`src/tvsd_pkg.sv`:
```
package tvsd_pkg;

  // tag byte codes
  localparam logic [7:0] TAG_UINT_LAST  = 8'd3;
  localparam logic [7:0] TAG_STR_FIRST  = 8'd4;
  localparam logic [7:0] TAG_STR_LAST   = 8'd6;
  localparam logic [7:0] TAG_VEC        = 8'd7;
  localparam logic [7:0] TAG_MAP        = 8'd8;
  localparam logic [7:0] TAG_EXT        = 8'd9;
  localparam logic [7:0] TAG_FLOAT      = 8'd10;
  localparam logic [7:0] TAG_BOOL       = 8'd11;
  localparam logic [7:0] TAG_NULL       = 8'd12;
  localparam logic [7:0] TAG_SINT_FIRST = 8'd13;
  localparam logic [7:0] TAG_SINT_LAST  = 8'd16;
  localparam logic [7:0] TAG_LIMIT      = 8'd17;

  // count fields of vectors and maps are always four bytes
  localparam logic [3:0] COUNT_BYTES = 4'd4;
  localparam logic [3:0] FLOAT_BYTES = 4'd8;
  localparam logic [3:0] BOOL_BYTES  = 4'd1;

  typedef enum logic [2:0] {
    PH_TAG,
    PH_FIELD,
    PH_STRLEN,
    PH_STRBYTES,
    PH_COUNT,
    PH_KEYLEN,
    PH_KEYBYTES
  } phase_t;

  typedef enum logic [3:0] {
    KIND_UINT,
    KIND_SINT,
    KIND_FLOAT,
    KIND_BOOL,
    KIND_NULL,
    KIND_EXT,
    KIND_STRHDR,
    KIND_STRBYTE,
    KIND_VECHDR,
    KIND_MAPHDR,
    KIND_KEYHDR,
    KIND_KEYBYTE,
    KIND_UNKNOWN
  } kind_t;

  typedef enum logic [1:0] {
    ERR_NONE,
    ERR_TRUNCATED,
    ERR_OVERFLOW
  } err_t;

  // level stack operations
  typedef enum logic [1:0] {
    STK_HOLD,
    STK_FINISH,
    STK_PUSH,
    STK_CLEAR
  } stk_op_t;

  typedef struct packed {
    stk_op_t     op;
    logic [31:0] count;
    logic        is_map;
  } stk_cmd_t;

  typedef struct packed {
    kind_t       kind;
    logic [63:0] value;
    logic [4:0]  depth;
    logic [4:0]  closed;
    err_t        err;
  } tok_t;

  // 1, 2, 4 or 8 bytes from a two-bit size code
  function automatic logic [3:0] field_size(logic [1:0] code);
    return 4'd1 << code;
  endfunction

  // sign extension of a 1, 2, 4 or 8 byte big-endian value
  function automatic logic [63:0] sign_ext(logic [63:0] v, logic [1:0] code);
    logic [63:0] r;
    unique case (code)
      2'd0: r = {{56{v[7]}}, v[7:0]};
      2'd1: r = {{48{v[15]}}, v[15:0]};
      2'd2: r = {{32{v[31]}}, v[31:0]};
      2'd3: r = v;
    endcase
    return r;
  endfunction

endpackage

```
`src/tvsd_level_stack.sv`:
```
module tvsd_level_stack #(
  parameter int MAX_DEPTH = 16,
  localparam int SPW = $clog2(MAX_DEPTH + 1),
  localparam int IW = (MAX_DEPTH > 1) ? $clog2(MAX_DEPTH) : 1
) (
  input  logic               clk,
  input  logic               rst_n,
  input  tvsd_pkg::stk_cmd_t cmd,
  output logic [SPW-1:0]     sp,
  output logic [SPW-1:0]     fin_closed,
  output logic [SPW-1:0]     fin_sp,
  output logic               fin_is_map,
  output logic               top_last
);
  import tvsd_pkg::*;

  logic [31:0]          items_r [MAX_DEPTH];
  logic [MAX_DEPTH-1:0] map_r;
  logic [SPW-1:0]       sp_r;
  logic [MAX_DEPTH-1:0] last_w;
  logic                 found_w;
  logic [IW-1:0]        land_w;
  logic [SPW-1:0]       sp_dec_w;

  // per-level flag: the next finished element closes this level
  always_comb begin
    for (int l = 0; l < MAX_DEPTH; l++) begin
      last_w[l] = (items_r[l] <= 32'd1);
    end
  end

  // highest open level that stays open takes the count
  always_comb begin
    found_w = 1'b0;
    land_w  = '0;
    for (int l = 0; l < MAX_DEPTH; l++) begin
      if (SPW'(l) < sp_r && !last_w[l]) begin
        found_w = 1'b1;
        land_w  = IW'(l);
      end
    end
  end

  assign sp_dec_w   = sp_r - SPW'(1);
  assign fin_sp     = found_w ? (SPW'(land_w) + SPW'(1)) : '0;
  assign fin_closed = sp_r - fin_sp;
  assign fin_is_map = found_w & map_r[land_w];
  assign top_last   = (sp_r != '0) & last_w[sp_dec_w[IW-1:0]];
  assign sp         = sp_r;

  // stack pointer
  always_ff @(posedge clk) begin
    if (!rst_n) begin
      sp_r <= '0;
    end else begin
      unique case (cmd.op)
        STK_FINISH: sp_r <= fin_sp;
        STK_PUSH:   sp_r <= sp_r + SPW'(1);
        STK_CLEAR:  sp_r <= '0;
        STK_HOLD:   sp_r <= sp_r;
      endcase
    end
  end

  // level contents, written on push and counted down on finish
  always_ff @(posedge clk) begin
    if (cmd.op == STK_FINISH && found_w) begin
      items_r[land_w] <= items_r[land_w] - 32'd1;
    end
    if (cmd.op == STK_PUSH) begin
      items_r[sp_r[IW-1:0]] <= cmd.count;
      map_r[sp_r[IW-1:0]]   <= cmd.is_map;
    end
  end

endmodule

```
`src/tagged_value_stream_decoder.sv`:
```
// channel   direction  handshake            payload
// in_       input      in_valid / in_stall   data_byte, end_of_data
// out_      output     out_valid / out_stall token_kind, token_value, nesting_depth,
//                                            closed_levels, error_code
//
// one byte is taken every cycle while in_stall is low; its token, if any, is registered into the output buffer
// parse state and the level stack update in the cycle the byte is taken; the closing
// cascade comes from a priority search over the per-level last-item flags
// a two-entry output buffer holds results; in_stall rises only when both entries are full
// synchronous reset clears parse state and stack pointer; level contents are not reset
module tagged_value_stream_decoder #(
  parameter int MAX_DEPTH = 16
) (
  input  logic        clk,
  input  logic        rst_n,
  input  logic        in_valid,
  output logic        in_stall,
  input  logic [7:0]  in_data_byte,
  input  logic        in_end_of_data,
  output logic        out_valid,
  input  logic        out_stall,
  output logic [3:0]  out_token_kind,
  output logic [63:0] out_token_value,
  output logic [4:0]  out_nesting_depth,
  output logic [4:0]  out_closed_levels,
  output logic [1:0]  out_error_code
);
  import tvsd_pkg::*;

  localparam int SPW = $clog2(MAX_DEPTH + 1);

  phase_t      phase_r;
  logic [4:0]  tag_r;
  logic [3:0]  cnt_r;
  logic [63:0] acc_r;
  logic [31:0] sbl_r;

  logic [SPW-1:0] sp_w;
  logic [SPW-1:0] fin_closed_w;
  logic [SPW-1:0] fin_sp_w;
  logic           fin_is_map_w;
  logic           top_last_w;
  stk_cmd_t       stk_cmd;

  logic        in_acc;
  logic [7:0]  tag8_w;
  logic [63:0] acc_shift_w;
  logic [3:0]  cnt_dec_w;
  logic [31:0] sbl_dec_w;

  logic        emit_w;
  kind_t       kind_w;
  logic [63:0] value_w;
  logic        fin_w;
  logic        key_done_w;
  logic        push_w;
  logic        push_map_w;
  logic        overflow_w;
  logic        clr_w;
  phase_t      phase_base_w;
  logic [4:0]  tag_nxt;
  logic [3:0]  cnt_nxt;
  logic [63:0] acc_nxt;
  logic [31:0] sbl_nxt;

  phase_t         phase_after_w;
  logic [SPW-1:0] sp_after_w;
  err_t           err_w;
  phase_t         phase_nxt;

  logic tok_emit_w;
  tok_t tok_w;

  logic out_valid_r;
  logic skid_valid_r;
  tok_t main_r;
  tok_t skid_r;
  logic pop_w;

  assign in_acc      = in_valid && !in_stall;
  assign tag8_w      = {3'b000, tag_r};
  assign acc_shift_w = {acc_r[55:0], in_data_byte};
  assign cnt_dec_w   = (cnt_r != 4'd0) ? (cnt_r - 4'd1) : 4'd0;
  assign sbl_dec_w   = (sbl_r != 32'd0) ? (sbl_r - 32'd1) : 32'd0;

  tvsd_level_stack #(
    .MAX_DEPTH (MAX_DEPTH)
  ) u_stack (
    .clk        (clk),
    .rst_n      (rst_n),
    .cmd        (stk_cmd),
    .sp         (sp_w),
    .fin_closed (fin_closed_w),
    .fin_sp     (fin_sp_w),
    .fin_is_map (fin_is_map_w),
    .top_last   (top_last_w)
  );

  // byte decode: raw token and field datapath
  always_comb begin
    emit_w       = 1'b0;
    kind_w       = KIND_UINT;
    value_w      = '0;
    fin_w        = 1'b0;
    key_done_w   = 1'b0;
    push_w       = 1'b0;
    push_map_w   = 1'b0;
    overflow_w   = 1'b0;
    clr_w        = 1'b0;
    phase_base_w = phase_r;
    tag_nxt      = tag_r;
    cnt_nxt      = cnt_r;
    acc_nxt      = acc_r;
    sbl_nxt      = sbl_r;
    unique case (phase_r)
      PH_TAG: begin
        acc_nxt = '0;
        if (in_data_byte >= TAG_LIMIT) begin
          tag_nxt = '0;
          emit_w  = 1'b1;
          kind_w  = KIND_UNKNOWN;
          value_w = {56'd0, in_data_byte};
          fin_w   = 1'b1;
        end else begin
          tag_nxt = in_data_byte[4:0];
          priority if (in_data_byte <= TAG_UINT_LAST) begin
            phase_base_w = PH_FIELD;
            cnt_nxt      = field_size(in_data_byte[1:0]);
          end else if (in_data_byte >= TAG_SINT_FIRST) begin
            phase_base_w = PH_FIELD;
            cnt_nxt      = field_size(2'(in_data_byte - TAG_SINT_FIRST));
          end else if (in_data_byte <= TAG_STR_LAST) begin
            phase_base_w = PH_STRLEN;
            cnt_nxt      = field_size(2'(in_data_byte - TAG_STR_FIRST));
          end else if (in_data_byte <= TAG_MAP) begin
            phase_base_w = PH_COUNT;
            cnt_nxt      = COUNT_BYTES;
          end else if (in_data_byte == TAG_EXT) begin
            emit_w = 1'b1;
            kind_w = KIND_EXT;
            fin_w  = 1'b1;
          end else if (in_data_byte == TAG_FLOAT) begin
            phase_base_w = PH_FIELD;
            cnt_nxt      = FLOAT_BYTES;
          end else if (in_data_byte == TAG_BOOL) begin
            phase_base_w = PH_FIELD;
            cnt_nxt      = BOOL_BYTES;
          end else begin
            emit_w = 1'b1;
            kind_w = KIND_NULL;
            fin_w  = 1'b1;
          end
        end
      end
      PH_FIELD: begin
        acc_nxt = acc_shift_w;
        cnt_nxt = cnt_dec_w;
        if (cnt_dec_w == 4'd0) begin
          emit_w = 1'b1;
          fin_w  = 1'b1;
          priority if (tag8_w <= TAG_UINT_LAST) begin
            kind_w  = KIND_UINT;
            value_w = acc_shift_w;
          end else if (tag8_w >= TAG_SINT_FIRST && tag8_w <= TAG_SINT_LAST) begin
            kind_w  = KIND_SINT;
            value_w = sign_ext(acc_shift_w, 2'(tag8_w - TAG_SINT_FIRST));
          end else if (tag8_w == TAG_FLOAT) begin
            kind_w  = KIND_FLOAT;
            value_w = acc_shift_w;
          end else begin
            kind_w  = KIND_BOOL;
            value_w = {63'd0, (acc_shift_w[7:0] == 8'd1)};
          end
        end
      end
      PH_STRLEN: begin
        acc_nxt = acc_shift_w;
        cnt_nxt = cnt_dec_w;
        if (cnt_dec_w == 4'd0) begin
          emit_w  = 1'b1;
          kind_w  = KIND_STRHDR;
          value_w = {32'd0, acc_shift_w[31:0]};
          if (acc_shift_w[31:0] == 32'd0) begin
            fin_w = 1'b1;
          end else begin
            sbl_nxt      = acc_shift_w[31:0];
            phase_base_w = PH_STRBYTES;
          end
        end
      end
      PH_STRBYTES: begin
        emit_w  = 1'b1;
        kind_w  = KIND_STRBYTE;
        value_w = {56'd0, in_data_byte};
        sbl_nxt = sbl_dec_w;
        fin_w   = (sbl_dec_w == 32'd0);
      end
      PH_COUNT: begin
        acc_nxt = acc_shift_w;
        cnt_nxt = cnt_dec_w;
        if (cnt_dec_w == 4'd0) begin
          push_map_w = (tag8_w == TAG_MAP);
          emit_w     = 1'b1;
          kind_w     = push_map_w ? KIND_MAPHDR : KIND_VECHDR;
          value_w    = {32'd0, acc_shift_w[31:0]};
          if (acc_shift_w[31:0] == 32'd0) begin
            fin_w = 1'b1;
          end else if (sp_w >= SPW'(MAX_DEPTH)) begin
            overflow_w = 1'b1;
          end else begin
            push_w       = 1'b1;
            phase_base_w = push_map_w ? PH_KEYLEN : PH_TAG;
          end
        end
      end
      PH_KEYLEN: begin
        emit_w  = 1'b1;
        kind_w  = KIND_KEYHDR;
        value_w = {56'd0, in_data_byte};
        if (in_data_byte == 8'd0) begin
          key_done_w = 1'b1;
        end else begin
          sbl_nxt      = {24'd0, in_data_byte};
          phase_base_w = PH_KEYBYTES;
        end
      end
      PH_KEYBYTES: begin
        emit_w     = 1'b1;
        kind_w     = KIND_KEYBYTE;
        value_w    = {56'd0, in_data_byte};
        sbl_nxt    = sbl_dec_w;
        key_done_w = (sbl_dec_w == 32'd0);
      end
      default: begin
        clr_w        = 1'b1;
        phase_base_w = PH_TAG;
      end
    endcase
    // key finished: a value follows, unless the data ends on the last entry's key
    if (key_done_w) begin
      phase_base_w = PH_TAG;
      if (in_end_of_data && top_last_w) begin
        fin_w = 1'b1;
      end
    end
  end

  // next parse phase and error flag
  always_comb begin
    if (fin_w) begin
      sp_after_w    = fin_sp_w;
      phase_after_w = (fin_sp_w != '0 && fin_is_map_w) ? PH_KEYLEN : PH_TAG;
    end else begin
      sp_after_w    = push_w ? (sp_w + SPW'(1)) : (clr_w ? '0 : sp_w);
      phase_after_w = phase_base_w;
    end
    priority if (overflow_w) begin
      err_w = ERR_OVERFLOW;
    end else if (in_end_of_data && !(phase_after_w == PH_TAG && sp_after_w == '0)) begin
      err_w = ERR_TRUNCATED;
    end else begin
      err_w = ERR_NONE;
    end
    phase_nxt = (err_w != ERR_NONE || clr_w) ? PH_TAG : phase_after_w;
  end

  // result token and stack command
  always_comb begin
    tok_emit_w   = emit_w || (err_w != ERR_NONE);
    tok_w.kind   = emit_w ? kind_w : KIND_UINT;
    tok_w.value  = emit_w ? value_w : 64'd0;
    tok_w.depth  = 5'(sp_w);
    tok_w.closed = (emit_w && fin_w) ? 5'(fin_closed_w) : 5'd0;
    tok_w.err    = err_w;
    stk_cmd.count  = acc_shift_w[31:0];
    stk_cmd.is_map = push_map_w;
    priority if (!in_acc) begin
      stk_cmd.op = STK_HOLD;
    end else if (err_w != ERR_NONE || clr_w) begin
      stk_cmd.op = STK_CLEAR;
    end else if (fin_w) begin
      stk_cmd.op = STK_FINISH;
    end else if (push_w) begin
      stk_cmd.op = STK_PUSH;
    end else begin
      stk_cmd.op = STK_HOLD;
    end
  end

  // parse state registers
  always_ff @(posedge clk) begin
    if (!rst_n) begin
      phase_r <= PH_TAG;
      tag_r   <= '0;
      cnt_r   <= '0;
      acc_r   <= '0;
      sbl_r   <= '0;
    end else if (in_acc) begin
      phase_r <= phase_nxt;
      if (err_w != ERR_NONE || clr_w) begin
        tag_r <= '0;
        cnt_r <= '0;
        acc_r <= '0;
        sbl_r <= '0;
      end else begin
        tag_r <= tag_nxt;
        cnt_r <= cnt_nxt;
        acc_r <= acc_nxt;
        sbl_r <= sbl_nxt;
      end
    end
  end

  // two-entry output buffer
  assign pop_w    = out_valid_r && !out_stall;
  assign in_stall = skid_valid_r;

  always_ff @(posedge clk) begin
    if (!rst_n) begin
      out_valid_r  <= 1'b0;
      skid_valid_r <= 1'b0;
    end else if (skid_valid_r) begin
      if (pop_w) begin
        skid_valid_r <= 1'b0;
      end
    end else if (!out_valid_r || pop_w) begin
      out_valid_r <= in_acc && tok_emit_w;
    end else if (in_acc && tok_emit_w) begin
      skid_valid_r <= 1'b1;
    end
  end

  always_ff @(posedge clk) begin
    if (skid_valid_r) begin
      if (pop_w) begin
        main_r <= skid_r;
      end
    end else if (!out_valid_r || pop_w) begin
      main_r <= tok_w;
    end else begin
      skid_r <= tok_w;
    end
  end

  assign out_valid         = out_valid_r;
  assign out_token_kind    = main_r.kind;
  assign out_token_value   = main_r.value;
  assign out_nesting_depth = main_r.depth;
  assign out_closed_levels = main_r.closed;
  assign out_error_code    = main_r.err;

  // buffer order: the second entry is only used behind a full first one
  a_skid_behind_main: assert property (@(posedge clk) disable iff (!rst_n)
    skid_valid_r |-> out_valid_r)
    else $error("output buffer second entry held without first");

  // the last byte of the data always leaves the parser at a top-level tag
  a_end_returns_to_top: assert property (@(posedge clk) disable iff (!rst_n)
    (in_acc && in_end_of_data) |=> (phase_r == PH_TAG && sp_w == '0))
    else $error("parser not at top level after end of data");

  // an overflow is only flagged with every level open
  a_overflow_full_stack: assert property (@(posedge clk) disable iff (!rst_n)
    (in_acc && err_w == ERR_OVERFLOW) |-> (sp_w == SPW'(MAX_DEPTH)))
    else $error("nesting overflow flagged with free levels");

  // a stalled result is kept
  a_result_kept: assert property (@(posedge clk) disable iff (!rst_n)
    (out_valid_r && out_stall) |=> (out_valid_r && $stable(main_r)))
    else $error("stalled result changed");

endmodule

```
`config.mk`:
```
export PLATFORM = sky130hd
export DESIGN_NAME = tagged_value_stream_decoder
export DESIGN_NICKNAME = d
export VERILOG_FILES = /design/src/tvsd_pkg.sv /design/src/tvsd_level_stack.sv /design/src/tagged_value_stream_decoder.sv
export SDC_FILE = /design/constraint.sdc
export NUM_CORES = 1
export LEC_CHECK = 0
export ABC_AREA = 1
export BUFFER_PORTS_ARGS = -buffer_cell sky130_fd_sc_hd__buf_4
export CAP_MARGIN = 25
export CORE_MARGIN = 5
export CORE_UTILIZATION = 40
export DETAILED_ROUTE_END_ITERATION = 12
export SYNTH_ARGS = -nofsm -noshare
export SYNTH_HDL_FRONTEND = slang
export SYNTH_SLANG_ARGS = --single-unit
```
`constraint.sdc`:
```
create_clock -name clk -period 8.8 [get_ports clk]
set_input_delay 0.88 -clock clk [delete_from_list [all_inputs] [get_ports clk]]
set_output_delay 0.88 -clock clk [all_outputs]
set_load 0.03 [all_outputs]
```
# --- Word level (Yosys, flattened, before mapping) ---
# Memories as Yosys holds them, arrays and structs flattened.
# Cells that the tools add are included.
totals:
  ff_bits: 283
  ramBits: 512
  elab_cells: 349
  memories: 1
classes:
  n_addsub: 10
  n_lt_le_gt_ge: 45
  n_eq_ne: 25
  shifts: 3
  n_mux: 160
  n_bitwise: 4
  reduce_logical: 82
mem_list:
  columns: ["memory", "depth", "width", "read_ports", "rd_clocked_by_memory_dff", "write_ports", "line_no", "source"]
  rows:
  - ["u_stack.items_r", 16, 32, 17, 0, 1, "tvsd_level_stack.sv:17", "logic [31:0] items_r [MAX_DEPTH];"]
ops:
  columns: ["operator", "n"]
  rows:
  - ["$le A32 B1 Y1 const B", 16]
  - ["$pmux W64 S4", 2]
  - ["$mux W64", 5]
  - ["$mux W80", 3]
  - ["$mux W32", 7]
  - ["$pmux W56 S2", 1]
  - ["$pmux W32 S3", 1]
  - ["$mux W3", 31]
  - ["$mux W4", 22]
  - ["$logic_not A32 Y1", 2]
  - ["$sub A32 B1 Y32 const B", 2]
  - ["$mux W1", 57]
  - ["$mux W56", 1]
  - ["$lt A4 B5 Y1 const A", 8]
  - ["$mux W5", 8]
  - ["$reduce_bool A32 Y1", 1]
  - ["$reduce_or A32 Y1", 1]
  - ["$pmux W4 S7", 1]
  - ["$logic_and A1 B1 Y1", 27]
  - ["$eq A8 B4 Y1 const B", 3]
  - ["$logic_not A1 Y1", 20]
  - ["$lt A3 B5 Y1 const A", 4]
  - ["$mux W2", 10]
  - ["$bwmux W16", 1]
  - ["56 further kinds", 95]

# --- Longest topological paths before layout ---
# An unclocked memory read counts as a cell.
depth:
  ltp_word: 40
  mapped_depth: 45
  depth_no_buf: 40

# --- Modules after synthesis ---
# A second synthesis with hierarchy kept.
hier_totals:
  hier_cells: 4597
  hier_area_um2: 39837.0
modules_own_cells:
  columns: ["mod", "n_inst", "cells_each", "area_each_um2"]
  rows:
  - ["tvsd_level_stack", 1, 2763, 26133.8]
  - ["tagged_value_stream_decoder", 1, 1834, 13703.1]

# --- Worst setup path before layout ---
# OpenSTA, ideal clock, no wires.
synth_path:
  path_kind: "reg-to-reg"
  from: "register u_stack.sp_r[3], in the netlist u_stack.sp[3]"
  to: "memory u_stack.items_r[0][0] (enable)"
  setup_ns: 0.421
  arrival_ns: 5.731
  required_ns: 8.379
  path_slack_ns: 2.648
  path_stages_with_launch: 42
  path_buffers: 6
  period_less_slack_ns: 6.152
  cell_sequence: "dfxtp_1 > clkbuf_1 > nor2_2 > nand2_1 > inv_1 > nand2_1 > o21ai_1 > nand2_1 > nand2_1 > nand2_1 > nand2_1 > nand2_1 > nand2_1 > nand2_1 > nand2_1 > nand2_1 > nand2_1 > nand2_1 > [... 6 more ...] > buf_2 > buf_1 > ha_1 > nand2_1 > inv_1 > nor2_1 > nand3_1 > inv_1 > a21oi_1 > nand3_1 > nand3_2 > nand2_4 > nand4_2 > nor2_2 > nand2_1 > o21ai_0 > nand2_1 > nor2_1"
synth_between:
  elab_chain_cells: 38
synth_lines:
  columns: ["element", "line_no", "source"]
  rows:
  - ["from (decl)", "tvsd_level_stack.sv:19", "logic [SPW-1:0] sp_r;"]
  - ["from (signal assigned)", "tvsd_level_stack.sv:57", "STK_FINISH: sp_r <= fin_sp;"]
  - ["from (signal assigned)", "tvsd_level_stack.sv:58", "STK_PUSH: sp_r <= sp_r + SPW'(1);"]
  - ["from (signal assigned)", "tvsd_level_stack.sv:60", "STK_HOLD: sp_r <= sp_r;"]
  - ["$lt A1 B5 Y1", "tvsd_level_stack.sv:37", "if (SPW'(l) < sp_r && !last_w[l]) begin"]
  - ["$logic_and A1 B1 Y1", "tvsd_level_stack.sv:37", null]
  - ["$mux W1", "tvsd_level_stack.sv:37", null]
  - ["$mux W2 or $mux W1 (tied branches) (2 in series)", "tvsd_level_stack.sv:37", null]
  - ["$mux W3 or $mux W1 (tied branches) (4 in series)", "tvsd_level_stack.sv:37", null]
  - ["$mux W4 or $mux W1 (tied branches) (8 in series)", "tvsd_level_stack.sv:37", null]
  - ["$add A4 B1 Y5 (tied with other cells)", "tvsd_level_stack.sv:45", "assign fin_sp = found_w ? (SPW'(land_w) + SPW'(1)) : '0;"]
  - ["$mux W5 or $mux W1 (tied branches)", "tvsd_level_stack.sv:45, tvsd_level_stack.sv:47", null]
  - ["[... 11 more ...]", null, null]
  - ["$logic_or A1 B1 Y1", "tagged_value_stream_decoder.sv:279", "end else if (err_w != ERR_NONE || clr_w) begin"]
  - ["$mux W2", "tagged_value_stream_decoder.sv:279", null]
  - ["$mux W2", "tagged_value_stream_decoder.sv:277", "priority if (!in_acc) begin"]
  - ["$eq A2 B2 Y1 or $eq A2 B1 Y1 (tied branches)", "tvsd_level_stack.sv:70, tvsd_level_stack.sv:67", null]
  - ["$mux W1 or $logic_and A1 B1 Y1 (tied branches)", "tvsd_level_stack.sv:70, tvsd_level_stack.sv:67", null]
  - ["$mux W1 (on tied branches)", "tvsd_level_stack.sv:71, tvsd_level_stack.sv:67", null]
  - ["$reduce_or A32 Y1 (no source line) or $mux W1 (tied branches)", null, null]
  - ["$mux W4 (no source line) or $mux W1 (tied branches)", null, null]
  - ["to (decl)", "tvsd_level_stack.sv:17", null]
# Parallel ways exist; a longest one is shown, timed or not. The select of a mux whose other input is x is not followed.

# --- Final worst setup path ---
layout_path:
  from: "register u_stack.sp_r[0], in the netlist u_stack.sp[0]"
  to: "memory u_stack.items_r[1][0] (enable)"
# The elaborated chain is that of the path after synthesis.

==> summary.txt <==
Timing
  • Fin. max-slew vios: 0
  • Clk_skew: 0.0549 ns
  • Tmin final: 6.99 ns
  • Final Cycle Share: 79.4%
  • Relative slew slack: 28.3%
  • Unrepaired setup endpoints after global routing: no
  • TNS Setup: 0 ns
  • Post-route setup slack: 1.81 ns
  • Slew of the pin with the lowest slew margin: 1.08 ns
  • Final setup fails: 0
  • F_max: 143 MHz
  • Hold Vio Cnt, Final: 0

Global route
  • Top Usage Layer GRT: met2
  • Total Routing Usage GR: 22.6%
  • Antenna violations before repair: 1
  • Number of global-route vias before repair: 27,800
  • First-pass GRT wire length: 172 mm
  • Gr ovfl total: 0
  • GRT met2 Usage: 36.7%
  • Met1 GRT Util: 30.6%
  • GR Layer Usage met3: 4.29%
  • Largest net degree at the start of global routing: 122

Clock tree
  • Setup Buffers After CTS: 0
  • CTS Buf Count: 86
  • Clock Path Buffers: 3
  • Root Buffer: clkbuf_16
  • Cts hold-fix bufs: 0
  • CTS tree: yes
  • Clk_lat worst skew: 0.67 ns
  • Worst-path clk slew: 0.06 ns
  • # resized after CTS: 0
  • CTS sink cnt: 795
  • CTS H-tree lvls: 3

Critical path
  • Family with the most delay on the worst path: simple AND/OR/NAND/NOR gates
  • Crit path DAT: 7.26 ns
  • Slowest cell on crit path: nor2_4
  • Crit. End Element: register
  • CP max FO: 106
  • CP Data Required Time: 9.08 ns
  • Worst path most repeated cell: nand2_1
  • CP max stage delay: 0.89 ns
  • CP Buf/Inv Count: 3
  • Worst setup path category: reg -> reg
  • Crit start category: register

Synthesis
  • Avg Cell Area, Syn: 9.56 um2
  • Mapped Area: 37,200 um2
  • Syn Inst Count: 3,892
  • Post-synth top flop: edfxtp_1
  • Number of synthesized flops with an enable pin: 688
  • Ys async rst share: 0%
  • #FFs+latches synth: 795
  • Syn_nets: 3,918
  • Sequential cell area fraction in the yosys report: 61.3%
  • Synth warn: 0
  • Netlist cell types: 60

Floorplan
  • Core region area: 92,100 um2
  • Initial core utilization: 40.4%
  • Width of the die: 315 um
  • IO Pins: 95
  • Die Y: 315 um
  • Rows: 111
  • Full die area: 99,300 um2

Placement
  • Number of port buffers: 94
  • Place WS: 1.99 ns
  • Placed Cells incl. Taps: 5,093
  • GP Congestion: 0.954
  • Post-DP HPWL: 79.0 mm
  • DP Area: 39,200 um2

Route
  • Total wire length: 115 mm
  • Antenna Violating Nets Remaining: 0
  • Routed len/inst: 21.8 um
  • Vias per Instance: 5.54
  • # DRC: 0
  • DRT Pass-1 Iters: 6
  • Vias post-DR: 29,200
  • First DRT Iteration DRCs: 3,258

Power
  • Pleak: 15.7 nW
  • PD cells: 188 nW/um2
  • VDD IR max: 0.000131 V

Layout
  • Finished Cell Area: 42,300 um2
  • Storage cell area: 22,800 um2
  • Multi-input gate area: 12,600 um2
  • Fill cell count: 8,677
  • Commonest non-fill, non-tap cell in the layout: nand2_1
  • Layout area overhead: 13.7%
  • Most frequent cells in the layout: nand2_1, edfxtp_1, nor2_1
  • Layout cells sized above 1: 9.22%
  • Non-filler cells, final: 5,270
  • Final core utilization: 46.0%
  • Layout Nets: 3,979

Outcome
  • Outcome: finished clean

Job
  • Max-cap violation count: 0

Worst hold path
  • Hold WC Path Type: reg -> reg
[power by group]
group	switching (mW)	internal, mW
combinational	0.182	0.0708
clock	1.53	2.04
sequential	0.0312	4.10
[cell type report]
cell class	instances	share of cell area (%)
diodes	1	0.00591
multi-input cells	2605	29.8
inverters	316	2.81
well taps	1243	3.68
repair buffers	149	3.26
clock buffers	112	5.54
clock inverters	49	1.00
flip-flops and latches	795	53.9
[worst paths after layout]
check | startpoint | end | slack, ns | depth (start not counted)
setup reg to reg | u_stack.sp[0] | u_stack.items_r[1][0] | 1.81 | 28
hold reg to reg | tag_r[3] | tag_r[3] | 0.49 | 2
setup / recovery | u_stack.sp[0] | u_stack.items_r[1][0] | 1.81 | 28
hold / removal | tag_r[3] | tag_r[3] | 0.49 | 2
[cell usage after synthesis, types with 43 or more instances]
library cell | instances | area [um2]
nand4_1 | 43 | 269
o211ai_1 | 71 | 533
clkbuf_1 | 91 | 342
nor4_1 | 79 | 494
dfxtp_1 | 107 | 2140
nand3_1 | 214 | 1070
a21oi_1 | 94 | 470
o21ai_0 | 320 | 1600
buf_2 | 48 | 240
nand2_1 | 788 | 2960
nor3_1 | 43 | 215
inv_1 | 297 | 1110
a31oi_1 | 60 | 375
edfxtp_1 | 688 | 20700
nor2_1 | 648 | 2430
[per-layer routing]
metal,part of all wire [%],up-vias
li1,-,13600
met1,42,14100
met2,47,1201
met3,7.9,221
met4,3.5,0
met5,0,-
[state kept, by name, summed over array words and instances (netlist names)]
register and flops:
u_stack.sp 5, u_stack.items_r 512, in_stall 1, out_closed_levels 5, out_token_kind 4, phase_r 3
cnt_r 4, sbl_r 32, out_nesting_depth 5, skid_r 80, u_stack.map_r 16, out_token_value 64
out_valid 1, out_error_code 2, acc_r 56, tag_r 5
[cells by family (layout without fill, tap and decap cells)]
logic type	count (synthesis)	count (layout)	synth area share (%)
flip-flops	795	795	61.3
AND/OR/NAND/NOR	1877	1877	21.3
multiplexers	14	14	0.376
buffers and inverters	492	626	5.44
other	0	1	0
XOR/XNOR	34	34	0.800
adder cells (fa/ha/maj)	13	13	0.457
AO/OA/AOI/OAI	667	667	10.3
[stage by stage]
step                hold slack, ns  power [mW]
finish                       0.488        7.94
global route                 0.522        8.19
CTS                          0.489        8.00
detailed placement           0.481        4.46
global placement             0.478        4.46
floorplan                    0.431        4.36
[worst min-delay path, stage by stage, from the launching register on]
cell and delay (ns):
dfxtp_1 0.33, nand2_1 0.07, a21oi_1 0.05
Note: power is estimated with default switching activity, not from simulation.
